==> config.mk <==
export PLATFORM = sky130hd
export DESIGN_NAME = rgb_color_effect_filter_unit
export DESIGN_NICKNAME = d
export VERILOG_FILES = /design/src/hdl/rgbcef_pkg.sv /design/src/hdl/rgbcef_core.sv /design/src/hdl/rgb_color_effect_filter_unit.sv
export VERILOG_INCLUDE_DIRS = /design/src /design/src/hdl
export SDC_FILE = /design/constraint.sdc
export NUM_CORES = 2
export LEC_CHECK = 0
export BUFFER_PORTS_ARGS = -buffer_cell sky130_fd_sc_hd__buf_2
export CAP_MARGIN = 40
export CORE_ASPECT_RATIO = 1.5
export CORE_UTILIZATION = 60
export DETAILED_ROUTE_END_ITERATION = 6
export GPL_TIMING_DRIVEN = 0
export PLACE_DENSITY = 0.77
export SKIP_CTS_REPAIR_TIMING = 1
export SLEW_MARGIN = 20
export SYNTH_ARGS = -nofsm -noshare
export SYNTH_HDL_FRONTEND = slang
export SYNTH_HIERARCHICAL = 1
export SYNTH_SLANG_ARGS = --single-unit
==> constraint.sdc <==
create_clock -name clk -period 6.6 [get_ports clk]
set_input_delay 1.32 -clock clk [delete_from_list [all_inputs] [get_ports clk]]
set_output_delay 1.32 -clock clk [all_outputs]
set_load 0.005 [all_outputs]
==> src/hdl/rgb_color_effect_filter_unit_macros.svh <==
// ----------------------------------------------------------------------------
// RGB colour effect filter: assertion macros
// Shared property wrappers, sampled on clk and disabled while rst_n is low.
// ----------------------------------------------------------------------------
`ifndef RGB_COLOR_EFFECT_FILTER_UNIT_MACROS_SVH
`define RGB_COLOR_EFFECT_FILTER_UNIT_MACROS_SVH

`ifndef SYNTHESIS

// The consequent must hold in the same cycle as the antecedent.
`define RGBCEF_ASSERT_SAME(name, ante, cons, msg) \
    name: assert property (@(posedge clk) disable iff (!rst_n) (ante) |-> (cons)) \
        else $error(msg);

// The consequent must hold in the cycle after the antecedent.
`define RGBCEF_ASSERT_NEXT(name, ante, cons, msg) \
    name: assert property (@(posedge clk) disable iff (!rst_n) (ante) |=> (cons)) \
        else $error(msg);

`else

`define RGBCEF_ASSERT_SAME(name, ante, cons, msg)
`define RGBCEF_ASSERT_NEXT(name, ante, cons, msg)

`endif

`endif

==> src/hdl/rgbcef_pkg.sv <==
// ----------------------------------------------------------------------------
// RGB colour effect filter package
// Effect codes, channel widths and the fixed-point sepia and grey constants.
// ----------------------------------------------------------------------------
package rgbcef_pkg;

    localparam int CHANNEL_W = 8;
    localparam int PIXEL_W   = 3 * CHANNEL_W;

    // Effect selected by the configuration register.
    typedef enum logic [1:0] {
        EFFECT_GRAYSCALE = 2'd0,
        EFFECT_NEGATIVE  = 2'd1,
        EFFECT_SEPIA     = 2'd2,
        EFFECT_PASTEL    = 2'd3
    } effect_mode_t;

    // Control that travels alongside a pixel through the pipeline.
    typedef struct packed {
        logic         valid;
        effect_mode_t mode;
    } pix_ctrl_t;

    localparam logic [CHANNEL_W-1:0] CHANNEL_MAX   = 8'd255;
    localparam logic [CHANNEL_W-1:0] PASTEL_OFFSET = 8'd127;
    localparam logic [PIXEL_W-1:0]   WHITE_PIXEL   = 24'hFFFFFF;

    // Sepia matrix in thousandths; rows give output red, green, blue.
    localparam int COEF_W = 10;
    localparam logic [COEF_W-1:0] SEPIA_COEF [3][3] = '{
        '{10'd393, 10'd769, 10'd189},
        '{10'd349, 10'd686, 10'd168},
        '{10'd272, 10'd534, 10'd131}
    };

    // Weighted sums reach 344505 and so fit in 19 bits.
    localparam int SEPIA_SUM_W = 19;

    // Division by 1000 as a multiply by ceil(2^28 / 1000) and a shift. The
    // overshoot stays below 1/1000 for every sum up to 344505, the largest
    // weighted sum, so the quotient is exact.
    localparam int                      SEPIA_SHIFT  = 28;
    localparam logic [SEPIA_SUM_W-1:0]  SEPIA_RECIP  = 19'd268436;
    localparam int                      SEPIA_PROD_W = 2 * SEPIA_SUM_W;
    localparam int                      SEPIA_QUOT_W = SEPIA_PROD_W - SEPIA_SHIFT;

    // Grey sum of three channels reaches 765; division by 3 as a multiply by
    // ceil(2^11 / 3) and a shift, exact over that range.
    localparam int                      GREY_SUM_W   = 10;
    localparam int                      GREY_SHIFT   = 11;
    localparam int                      GREY_PROD_W  = GREY_SHIFT + CHANNEL_W;
    localparam logic [GREY_PROD_W-1:0]  GREY_RECIP   = 19'd683;

endpackage

==> src/hdl/rgbcef_core.sv <==
// ----------------------------------------------------------------------------
// RGB colour effect filter datapath
// Two register stages: channel sums and simple effects, then the constant
// divisions, sepia clamp and effect selection into the result register.
// ----------------------------------------------------------------------------
`include "rgb_color_effect_filter_unit_macros.svh"

module rgbcef_core
    import rgbcef_pkg::*;
(
    input  logic                 clk,
    input  logic                 rst_n,
    input  pix_ctrl_t            in_ctrl,
    input  logic [PIXEL_W-1:0]   in_pixel,
    output logic                 done,
    output logic [PIXEL_W-1:0]   result_color
);

    logic [CHANNEL_W-1:0] chan [3];

    logic [SEPIA_SUM_W-1:0] sepia_sum_next [3];
    logic [GREY_SUM_W-1:0]  grey_sum_next;
    logic [PIXEL_W-1:0]     pastel_next;

    pix_ctrl_t              b_ctrl_reg;
    logic [SEPIA_SUM_W-1:0] b_sepia_sum_reg [3];
    logic [GREY_SUM_W-1:0]  b_grey_sum_reg;
    logic [PIXEL_W-1:0]     b_neg_reg;
    logic [PIXEL_W-1:0]     b_pastel_reg;
    logic                   b_white_reg;

    logic [SEPIA_PROD_W-1:0] sepia_prod [3];
    logic [SEPIA_QUOT_W-1:0] sepia_quot [3];
    logic [CHANNEL_W-1:0]    sepia_chan [3];
    logic [GREY_PROD_W-1:0]  grey_prod;
    logic [CHANNEL_W-1:0]    grey;

    pix_ctrl_t              c_ctrl_reg;
    logic [PIXEL_W-1:0]     result_next;
    logic [PIXEL_W-1:0]     result_reg;

    // Split the pixel into red, green and blue.
    assign chan[0] = in_pixel[3*CHANNEL_W-1:2*CHANNEL_W];
    assign chan[1] = in_pixel[2*CHANNEL_W-1:CHANNEL_W];
    assign chan[2] = in_pixel[CHANNEL_W-1:0];

    // First stage: weighted sepia sums, grey sum and pastel channels.
    always_comb
    begin
        for (int row = 0; row < 3; row++)
        begin
            sepia_sum_next[row] =
                SEPIA_SUM_W'(SEPIA_COEF[row][0]) * SEPIA_SUM_W'(chan[0])
              + SEPIA_SUM_W'(SEPIA_COEF[row][1]) * SEPIA_SUM_W'(chan[1])
              + SEPIA_SUM_W'(SEPIA_COEF[row][2]) * SEPIA_SUM_W'(chan[2]);
        end
        grey_sum_next = GREY_SUM_W'(chan[0]) + GREY_SUM_W'(chan[1])
                      + GREY_SUM_W'(chan[2]);
        for (int c = 0; c < 3; c++)
        begin
            pastel_next[PIXEL_W-1-c*CHANNEL_W -: CHANNEL_W] =
                (chan[c] >> 1) + PASTEL_OFFSET;
        end
    end

    always_ff @(posedge clk or negedge rst_n)
    begin
        if (!rst_n)
        begin
            b_ctrl_reg <= '0;
            c_ctrl_reg <= '0;
        end
        else
        begin
            b_ctrl_reg <= in_ctrl;
            c_ctrl_reg <= b_ctrl_reg;
        end
    end

    always_ff @(posedge clk)
    begin
        b_sepia_sum_reg <= sepia_sum_next;
        b_grey_sum_reg  <= grey_sum_next;
        b_neg_reg       <= ~in_pixel;
        b_pastel_reg    <= pastel_next;
        b_white_reg     <= (in_pixel == WHITE_PIXEL);
    end

    // Second stage: divide by the reciprocal multiplies and clamp sepia.
    always_comb
    begin
        for (int row = 0; row < 3; row++)
        begin
            sepia_prod[row] = SEPIA_PROD_W'(b_sepia_sum_reg[row])
                            * SEPIA_PROD_W'(SEPIA_RECIP);
            sepia_quot[row] = sepia_prod[row][SEPIA_PROD_W-1:SEPIA_SHIFT];
            if (sepia_quot[row] > SEPIA_QUOT_W'(CHANNEL_MAX))
            begin
                sepia_chan[row] = CHANNEL_MAX;
            end
            else
            begin
                sepia_chan[row] = sepia_quot[row][CHANNEL_W-1:0];
            end
        end
        grey_prod = GREY_PROD_W'(b_grey_sum_reg) * GREY_RECIP;
        grey      = grey_prod[GREY_PROD_W-1:GREY_SHIFT];
    end

    // Pick the configured effect.
    always_comb
    begin
        case (b_ctrl_reg.mode)
            EFFECT_GRAYSCALE:
            begin
                if (b_white_reg)
                begin
                    result_next = WHITE_PIXEL;
                end
                else
                begin
                    result_next = {grey, grey, grey};
                end
            end
            EFFECT_NEGATIVE: result_next = b_neg_reg;
            EFFECT_SEPIA:    result_next = {sepia_chan[0], sepia_chan[1], sepia_chan[2]};
            EFFECT_PASTEL:   result_next = b_pastel_reg;
            default:         result_next = b_pastel_reg;
        endcase
    end

    always_ff @(posedge clk)
    begin
        result_reg <= result_next;
    end

    assign done         = c_ctrl_reg.valid;
    assign result_color = result_reg;

    // Every transfer in leaves as done through the b and c control registers.
    `RGBCEF_ASSERT_SAME(a_latency, in_ctrl.valid, ##2 done, "pixel did not emerge after two cycles")
    // Grey output has three equal channels.
    `RGBCEF_ASSERT_SAME(a_grey_equal,
        done && (c_ctrl_reg.mode == EFFECT_GRAYSCALE),
        (result_color[23:16] == result_color[15:8]) && (result_color[15:8] == result_color[7:0]),
        "grey result has unequal channels")
    // Negative output is the complement of the pixel that went in.
    `RGBCEF_ASSERT_SAME(a_negative,
        done && (c_ctrl_reg.mode == EFFECT_NEGATIVE),
        result_color == ~$past(in_pixel, 2),
        "negative result does not match its input")
    // Pastel channels never fall below the offset.
    `RGBCEF_ASSERT_SAME(a_pastel_floor,
        done && (c_ctrl_reg.mode == EFFECT_PASTEL),
        (result_color[23:16] >= PASTEL_OFFSET) && (result_color[15:8] >= PASTEL_OFFSET)
            && (result_color[7:0] >= PASTEL_OFFSET),
        "pastel channel below offset")

endmodule

==> src/hdl/rgb_color_effect_filter_unit.sv <==
// ----------------------------------------------------------------------------
// RGB colour effect filter unit
// Recolours one 0xRRGGBB pixel per transfer by grayscale, negative, sepia or
// pastel, as chosen by the effect mode register.
// ----------------------------------------------------------------------------
//  Channel   Ports                           Transfer
//  config    cfg_we, cfg_wdata               cfg_we high at a clock edge
//  pixel in  start, busy, pixel_color        start high and busy low
//  result    done, result_color              done high for one cycle
//
//  A pixel may be started in every cycle; busy is never raised.
//  Each result passes from its start through the input register, the sum
//  register, then the result register after the divide-by-constant multiplies.
//  Reset clears the pipeline valid bits and sets the mode to grayscale.
//  The receiver cannot stall, so results are never held back.
// ----------------------------------------------------------------------------
module rgb_color_effect_filter_unit
    import rgbcef_pkg::*;
(
    input  logic                 clk,
    input  logic                 rst_n,
    input  logic                 cfg_we,
    input  logic [1:0]           cfg_wdata,
    input  logic                 start,
    output logic                 busy,
    input  logic [PIXEL_W-1:0]   pixel_color,
    output logic                 done,
    output logic [PIXEL_W-1:0]   result_color
);

    effect_mode_t         mode_reg;
    pix_ctrl_t            a_ctrl_reg;
    pix_ctrl_t            a_ctrl_next;
    logic [PIXEL_W-1:0]   a_pixel_reg;

    // The pipeline takes a pixel every cycle.
    assign busy = 1'b0;

    always_comb
    begin
        a_ctrl_next.valid = start && !busy;
        a_ctrl_next.mode  = mode_reg;
    end

    // Effect mode register and input stage valid.
    always_ff @(posedge clk or negedge rst_n)
    begin
        if (!rst_n)
        begin
            mode_reg   <= EFFECT_GRAYSCALE;
            a_ctrl_reg <= '0;
        end
        else
        begin
            if (cfg_we)
            begin
                mode_reg <= effect_mode_t'(cfg_wdata);
            end
            a_ctrl_reg <= a_ctrl_next;
        end
    end

    // Input pixel register.
    always_ff @(posedge clk)
    begin
        if (a_ctrl_next.valid)
        begin
            a_pixel_reg <= pixel_color;
        end
    end

    rgbcef_core u_core (
        .clk          (clk),
        .rst_n        (rst_n),
        .in_ctrl      (a_ctrl_reg),
        .in_pixel     (a_pixel_reg),
        .done         (done),
        .result_color (result_color)
    );

endmodule
# Word level (Yosys, flattened, before mapping)
# Index checks and enable logic that the tools add are counted.
# Widths: inputs -> output; s select.
totals:
  register_bits: 173
  in_bits: 30
  output_inout_bits: 26
  word_cells: 53
classes:
  addsub: 11
  mul: 13
  n_lt_le_gt_ge: 3
  n_eq_ne: 4
  mux: 5
  bitwise_logic: 1
  reduce_logical: 1
ops:
  columns: ["cell", "count"]
  rows:
  - ["$mul 19x17->36 const B", 3]
  - ["$pmux 24 s4", 1]
  - ["$mul 9x8->17 const A", 4]
  - ["$add 17x18->19", 3]
  - ["$add 19x16->19", 3]
  - ["$mul 8x8->16 const A", 2]
  - ["$gt 10x8->1 const B", 3]
  - ["$mul 5x8->13 const A", 2]
  - ["$add 7x7->8 const B", 3]
  - ["$eq 24x24->1 const B", 1]
  - ["$mux 24", 1]
  - ["$mux 8", 3]
  - ["$not 24->24", 1]
  - ["$mul 10x10->19 const B", 1]
  - ["$mul 10x8->18 const A", 1]
  - ["$add 10x8->10", 1]
  - ["$add 8x8->9", 1]
  - ["$eq 2x2->1 const B", 2]
  - ["$eq 2x1->1 const B", 1]
  - ["$logic_not 2->1", 1]

# Depth between registers and ports, before layout
depth:
  ltp_word: 4
  depth_mapped: 30
  mapped_depth_nobuf: 30

# Modules after synthesis
# Netlist, hierarchy kept.
modules_own_cells:
  columns: ["mod", "instances", "cells_each", "area_each_um2", "seq_area_each_um2"]
  rows:
  - ["rgbcef_core", 1, 2850, 27976.8, 2822.7]
  - ["rgb_color_effect_filter_unit", 1, 33, 879.6, 845.8]

# Worst setup path before layout
# No wires, ideal clock.
synth_path:
  path_type: "register -> register"
  from: "register a_pixel_reg[14]"
  to: "register u_core/b_sepia_sum_reg[36] (netlist name)"
  setup_ns: 0.072
  t_arrival_ns: 7.049
  required_time_ns: 6.528
  slack_ns: -0.522
  path_stages_with_launch: 29
  path_buffers: 0
  period_less_slack_ns: 7.122
  path_cell_list: "edfxtp_1 > inv_1 > ha_1 > ha_1 > inv_1 > fa_1 > fa_1 > inv_1 > ha_1 > nor2b_1 > o21a_1 > or3_1 > a31oi_1 > xnor2_1 > ha_1 > inv_1 > fa_1 > inv_1 > fa_1 > inv_1 > fa_1 > inv_1 > ha_1 > a31oi_1 > o31ai_1 > or3_1 > a31o_2 > a21oi_1 > xnor2_1"
synth_rtl:
  columns: ["element", "line_no", "rtl"]
  rows:
  - ["from (decl)", "rgb_color_effect_filter_unit.sv:34", "logic [PIXEL_W-1:0] a_pixel_reg;"]
  - ["from (signal assigned)", "rgb_color_effect_filter_unit.sv:68", "a_pixel_reg <= pixel_color;"]
  - ["to (signal assigned)", "rgbcef_core.sv:82", "b_sepia_sum_reg <= sepia_sum_next;"]
  - ["to (decl)", "rgbcef_core.sv:26", "logic [SEPIA_SUM_W-1:0] b_sepia_sum_reg [3];"]

==> results.md <==
- Avg Vias per Cell: 5.66
- CTS HTree Levels: 4
- Fin Setup TNS: -4.88 ns
- Root buf cell: clkbuf_16
- Die Ht: 271 um
- HPWL Detailed: 59000 um
- Final setup viols: 9
- Max clock buf depth: 2
- Vias in the first global route: 22700
- Clk sink count: 169
- Register bit total from synthesis: 169
- Synth Instances: 2883
- Worst path slowest cell: fa_1
- Clk_skew: 0.0145 ns
- Failing checks: negative setup slack
- Top FF cell, synth: dfxtp_1
- TritonRoute pass-1 iters: 5
- Slew headroom: 0.388
- Placer Congestion: 0.974
- Skew-Pair Late Insertion Delay: 0.47 ns
- Maxcap violations: 0
- Worst r2r path cells: 25
- Nets@finish: 4237
- CTS clk-pin slew, worst paths: 0.08 ns
- Starting Density: 0.607
- Commonest cells in the netlist: ha_1, inv_1, fa_1, dfxtp_1, a21oi_1
- Synth warn: 6
- # placed instances: 3545
- Layout area overhead: 8.60%
- Final Max Slew Viols: 0
- Layout Cells excl Fill: 3627
- Slowest cell delay on critical path: 0.60 ns
- Tcrit/Tclk final: 1.14
- Sequential share of the synthesized area: 0.127
- I/O pin count: 56
- Setup crit start kind: register
- Syn Area/Cell: 10.0 um2
- # DRC: 0
- Crit Path Max Fanout: 5
- Worst hold path endpoint: u_core/b_ctrl_reg[2]$_DFF_PN0_
- First-pass GRT wire length: 112000 um
- Initial antenna violation count: 0
- Initial DRC count: 865
- Crit Path Class: register to register
- FFs w/ async S/R, synth: 0.0533
- Critical Path RT: 6.96 ns
- HP Class: register to register
- DRT antenna net count: 0
- Yosys top cell by area: ha_1
- Global-route usage over all layers: 0.297
- Number of synthesized flops with an enable pin: 24
- Post-layout min period: 7.53 ns
- Port buffer count: 54
- Most common cell in the synthesized netlist: ha_1
- Top post-synthesis cells by area: ha_1, fa_1, inv_1
- FF-to-FF End: u_core/b_sepia_sum_reg[36]$_DFF_P_
- Die area: 49000 um2
- Fmax: 0.133 GHz
- Status: finished with violations
- Row count: 98
- Hold Startpoint: a_ctrl_reg[2]$_DFF_PN0_
- Hold path cells: 0
- Arr. time, crit path: 7.89 ns
- RSZ-0062 raised after global routing: yes
- Die X: 181 um
- Via Count: 20500
- Number of fillers in the final layout: 3610
- Top cell type's share of synthesized area: 0.366
- Syn nets: 4106
- Post-synthesis instance area: 28900 um2
- Inserted Clock Buffers: 17
- Drt wl/cell: 19.4 um
- Synth unique cells: 74
- Antenna Cells: 0
- Post-Route WL: 70200 um
- Worst-Margin Slew: 0.904 ns
- Hold Fails Final Rpt: 0
- Most used cell, CP: fa_1
- GR Overflow Total: 0
- Number of flip-flops under the largest register name: 56
- Core area: 47600 um2
- R2R Path Start: a_pixel_reg[14]$_DFFE_PP_
- CTS tree: yes
- FF-to-FF setup slack: -0.93 ns
- Final setup margin: -0.929 ns
- Largest net degree at the start of global routing: 26
- Share of post-route cells with drive strength above 1: 0.0740
- CP endpoint kind: register
[worst max-delay path by stage]
| stage | start | end | slack (ns) | cells past startpoint |
|---|---|---|---|---|
| floorplan | a_pixel_reg[14]$_DFFE_PP_ | u_core/b_sepia_sum_reg[36]$_DFF_P_ | -0.27 | 27 |
| global placement | a_pixel_reg[14]$_DFFE_PP_ | u_core/b_sepia_sum_reg[37]$_DFF_P_ | -1.52 | 23 |
| detailed placement | a_pixel_reg[15]$_DFFE_PP_ | u_core/b_sepia_sum_reg[36]$_DFF_P_ | -1.43 | 29 |
| CTS | a_pixel_reg[15]$_DFFE_PP_ | u_core/b_sepia_sum_reg[36]$_DFF_P_ | -1.48 | 29 |
| global route | a_pixel_reg[14]$_DFFE_PP_ | u_core/b_sepia_sum_reg[36]$_DFF_P_ | -1.09 | 25 |
| finish | a_pixel_reg[14]$_DFFE_PP_ | u_core/b_sepia_sum_reg[36]$_DFF_P_ | -0.93 | 25 |
[metrics by stage]
step	setup WS (ns)	instance area (um2)	hold WS, ns	util
6_report	-0.929	31300	0.350	0.659
3_3_place_gp	-1.52	30000	0.331	0.630
3_5_place_dp	-1.43	30100	0.335	0.632
5_1_grt	-1.09	31300	0.373	0.659
2_1_floorplan	-0.271	28900	0.331	-
4_1_cts	-1.48	30700	0.350	0.645
[routing by layer]
metal	track usage	vias up	part of all wire
met2	0.548	503	0.52
met1	0.309	10000	0.37
met5	0	-	0
met4	0.207	0	0.074
li1	-	9707	-
met3	0.0393	266	0.036
[final cells by class]
| class | instances | area, um2 | area share |
|---|---|---|---|
| multi-input cells | 1975 | 22700 | 0.725 |
| flip-flops and latches | 169 | 3670 | 0.117 |
| inverters | 730 | 2750 | 0.0876 |
| repair buffers | 112 | 821 | 0.0262 |
| well taps | 600 | 751 | 0.0240 |
| clock buffers | 17 | 425 | 0.0136 |
| clock inverters | 15 | 156 | 0.00499 |
| plain buffers | 9 | 37.5 | 0.00120 |
[kinds of logic after synthesis]
kind of cell	after synthesis	share of synthesized area
other cells	1	0.000130
fa+ha+maj	1193	0.608
compound gates	336	0.0762
flops	169	0.127
xor+xnor	114	0.0346
simple gates	325	0.0552
buf+inv	739	0.0963
mux	6	0.00238
[cell usage in the layout (no fill, tap or decap), drive strengths merged, types with 5 or more instances in the layout]
cell,n
a211oi,11
a21boi,8
a21o,27
a21oi,91
a31oi,8
and2,5
and3,13
buf,112
clkbuf,26
clkinv,6
dfrtp,9
dfxtp,136
edfxtp,24
fa,349
ha,844
inv,735
nand2,80
nand2b,12
nand3,37
nand4,13
nor2,76
nor2b,20
nor3,34
nor4,5
o2111ai,5
o211ai,17
o21a,10
o21ai,82
o21bai,11
o31ai,14
or2,7
or3,15
xnor2,89
xor2,25
[worst max-delay path: cells and delay by family (launching register included)]
family | cells | cell delay, ns
AND/OR/NAND/NOR | 3 | 0.61
flip-flops | 1 | 0.44
adder cells (fa/ha/maj) | 11 | 4.97
buffers and inverters | 5 | 0.39
AO/OA/AOI/OAI | 4 | 0.67
XOR/XNOR | 2 | 0.33
Power is not shown: default switching activity piles up to over one toggle a cycle in this logic, so the estimate is an artifact.
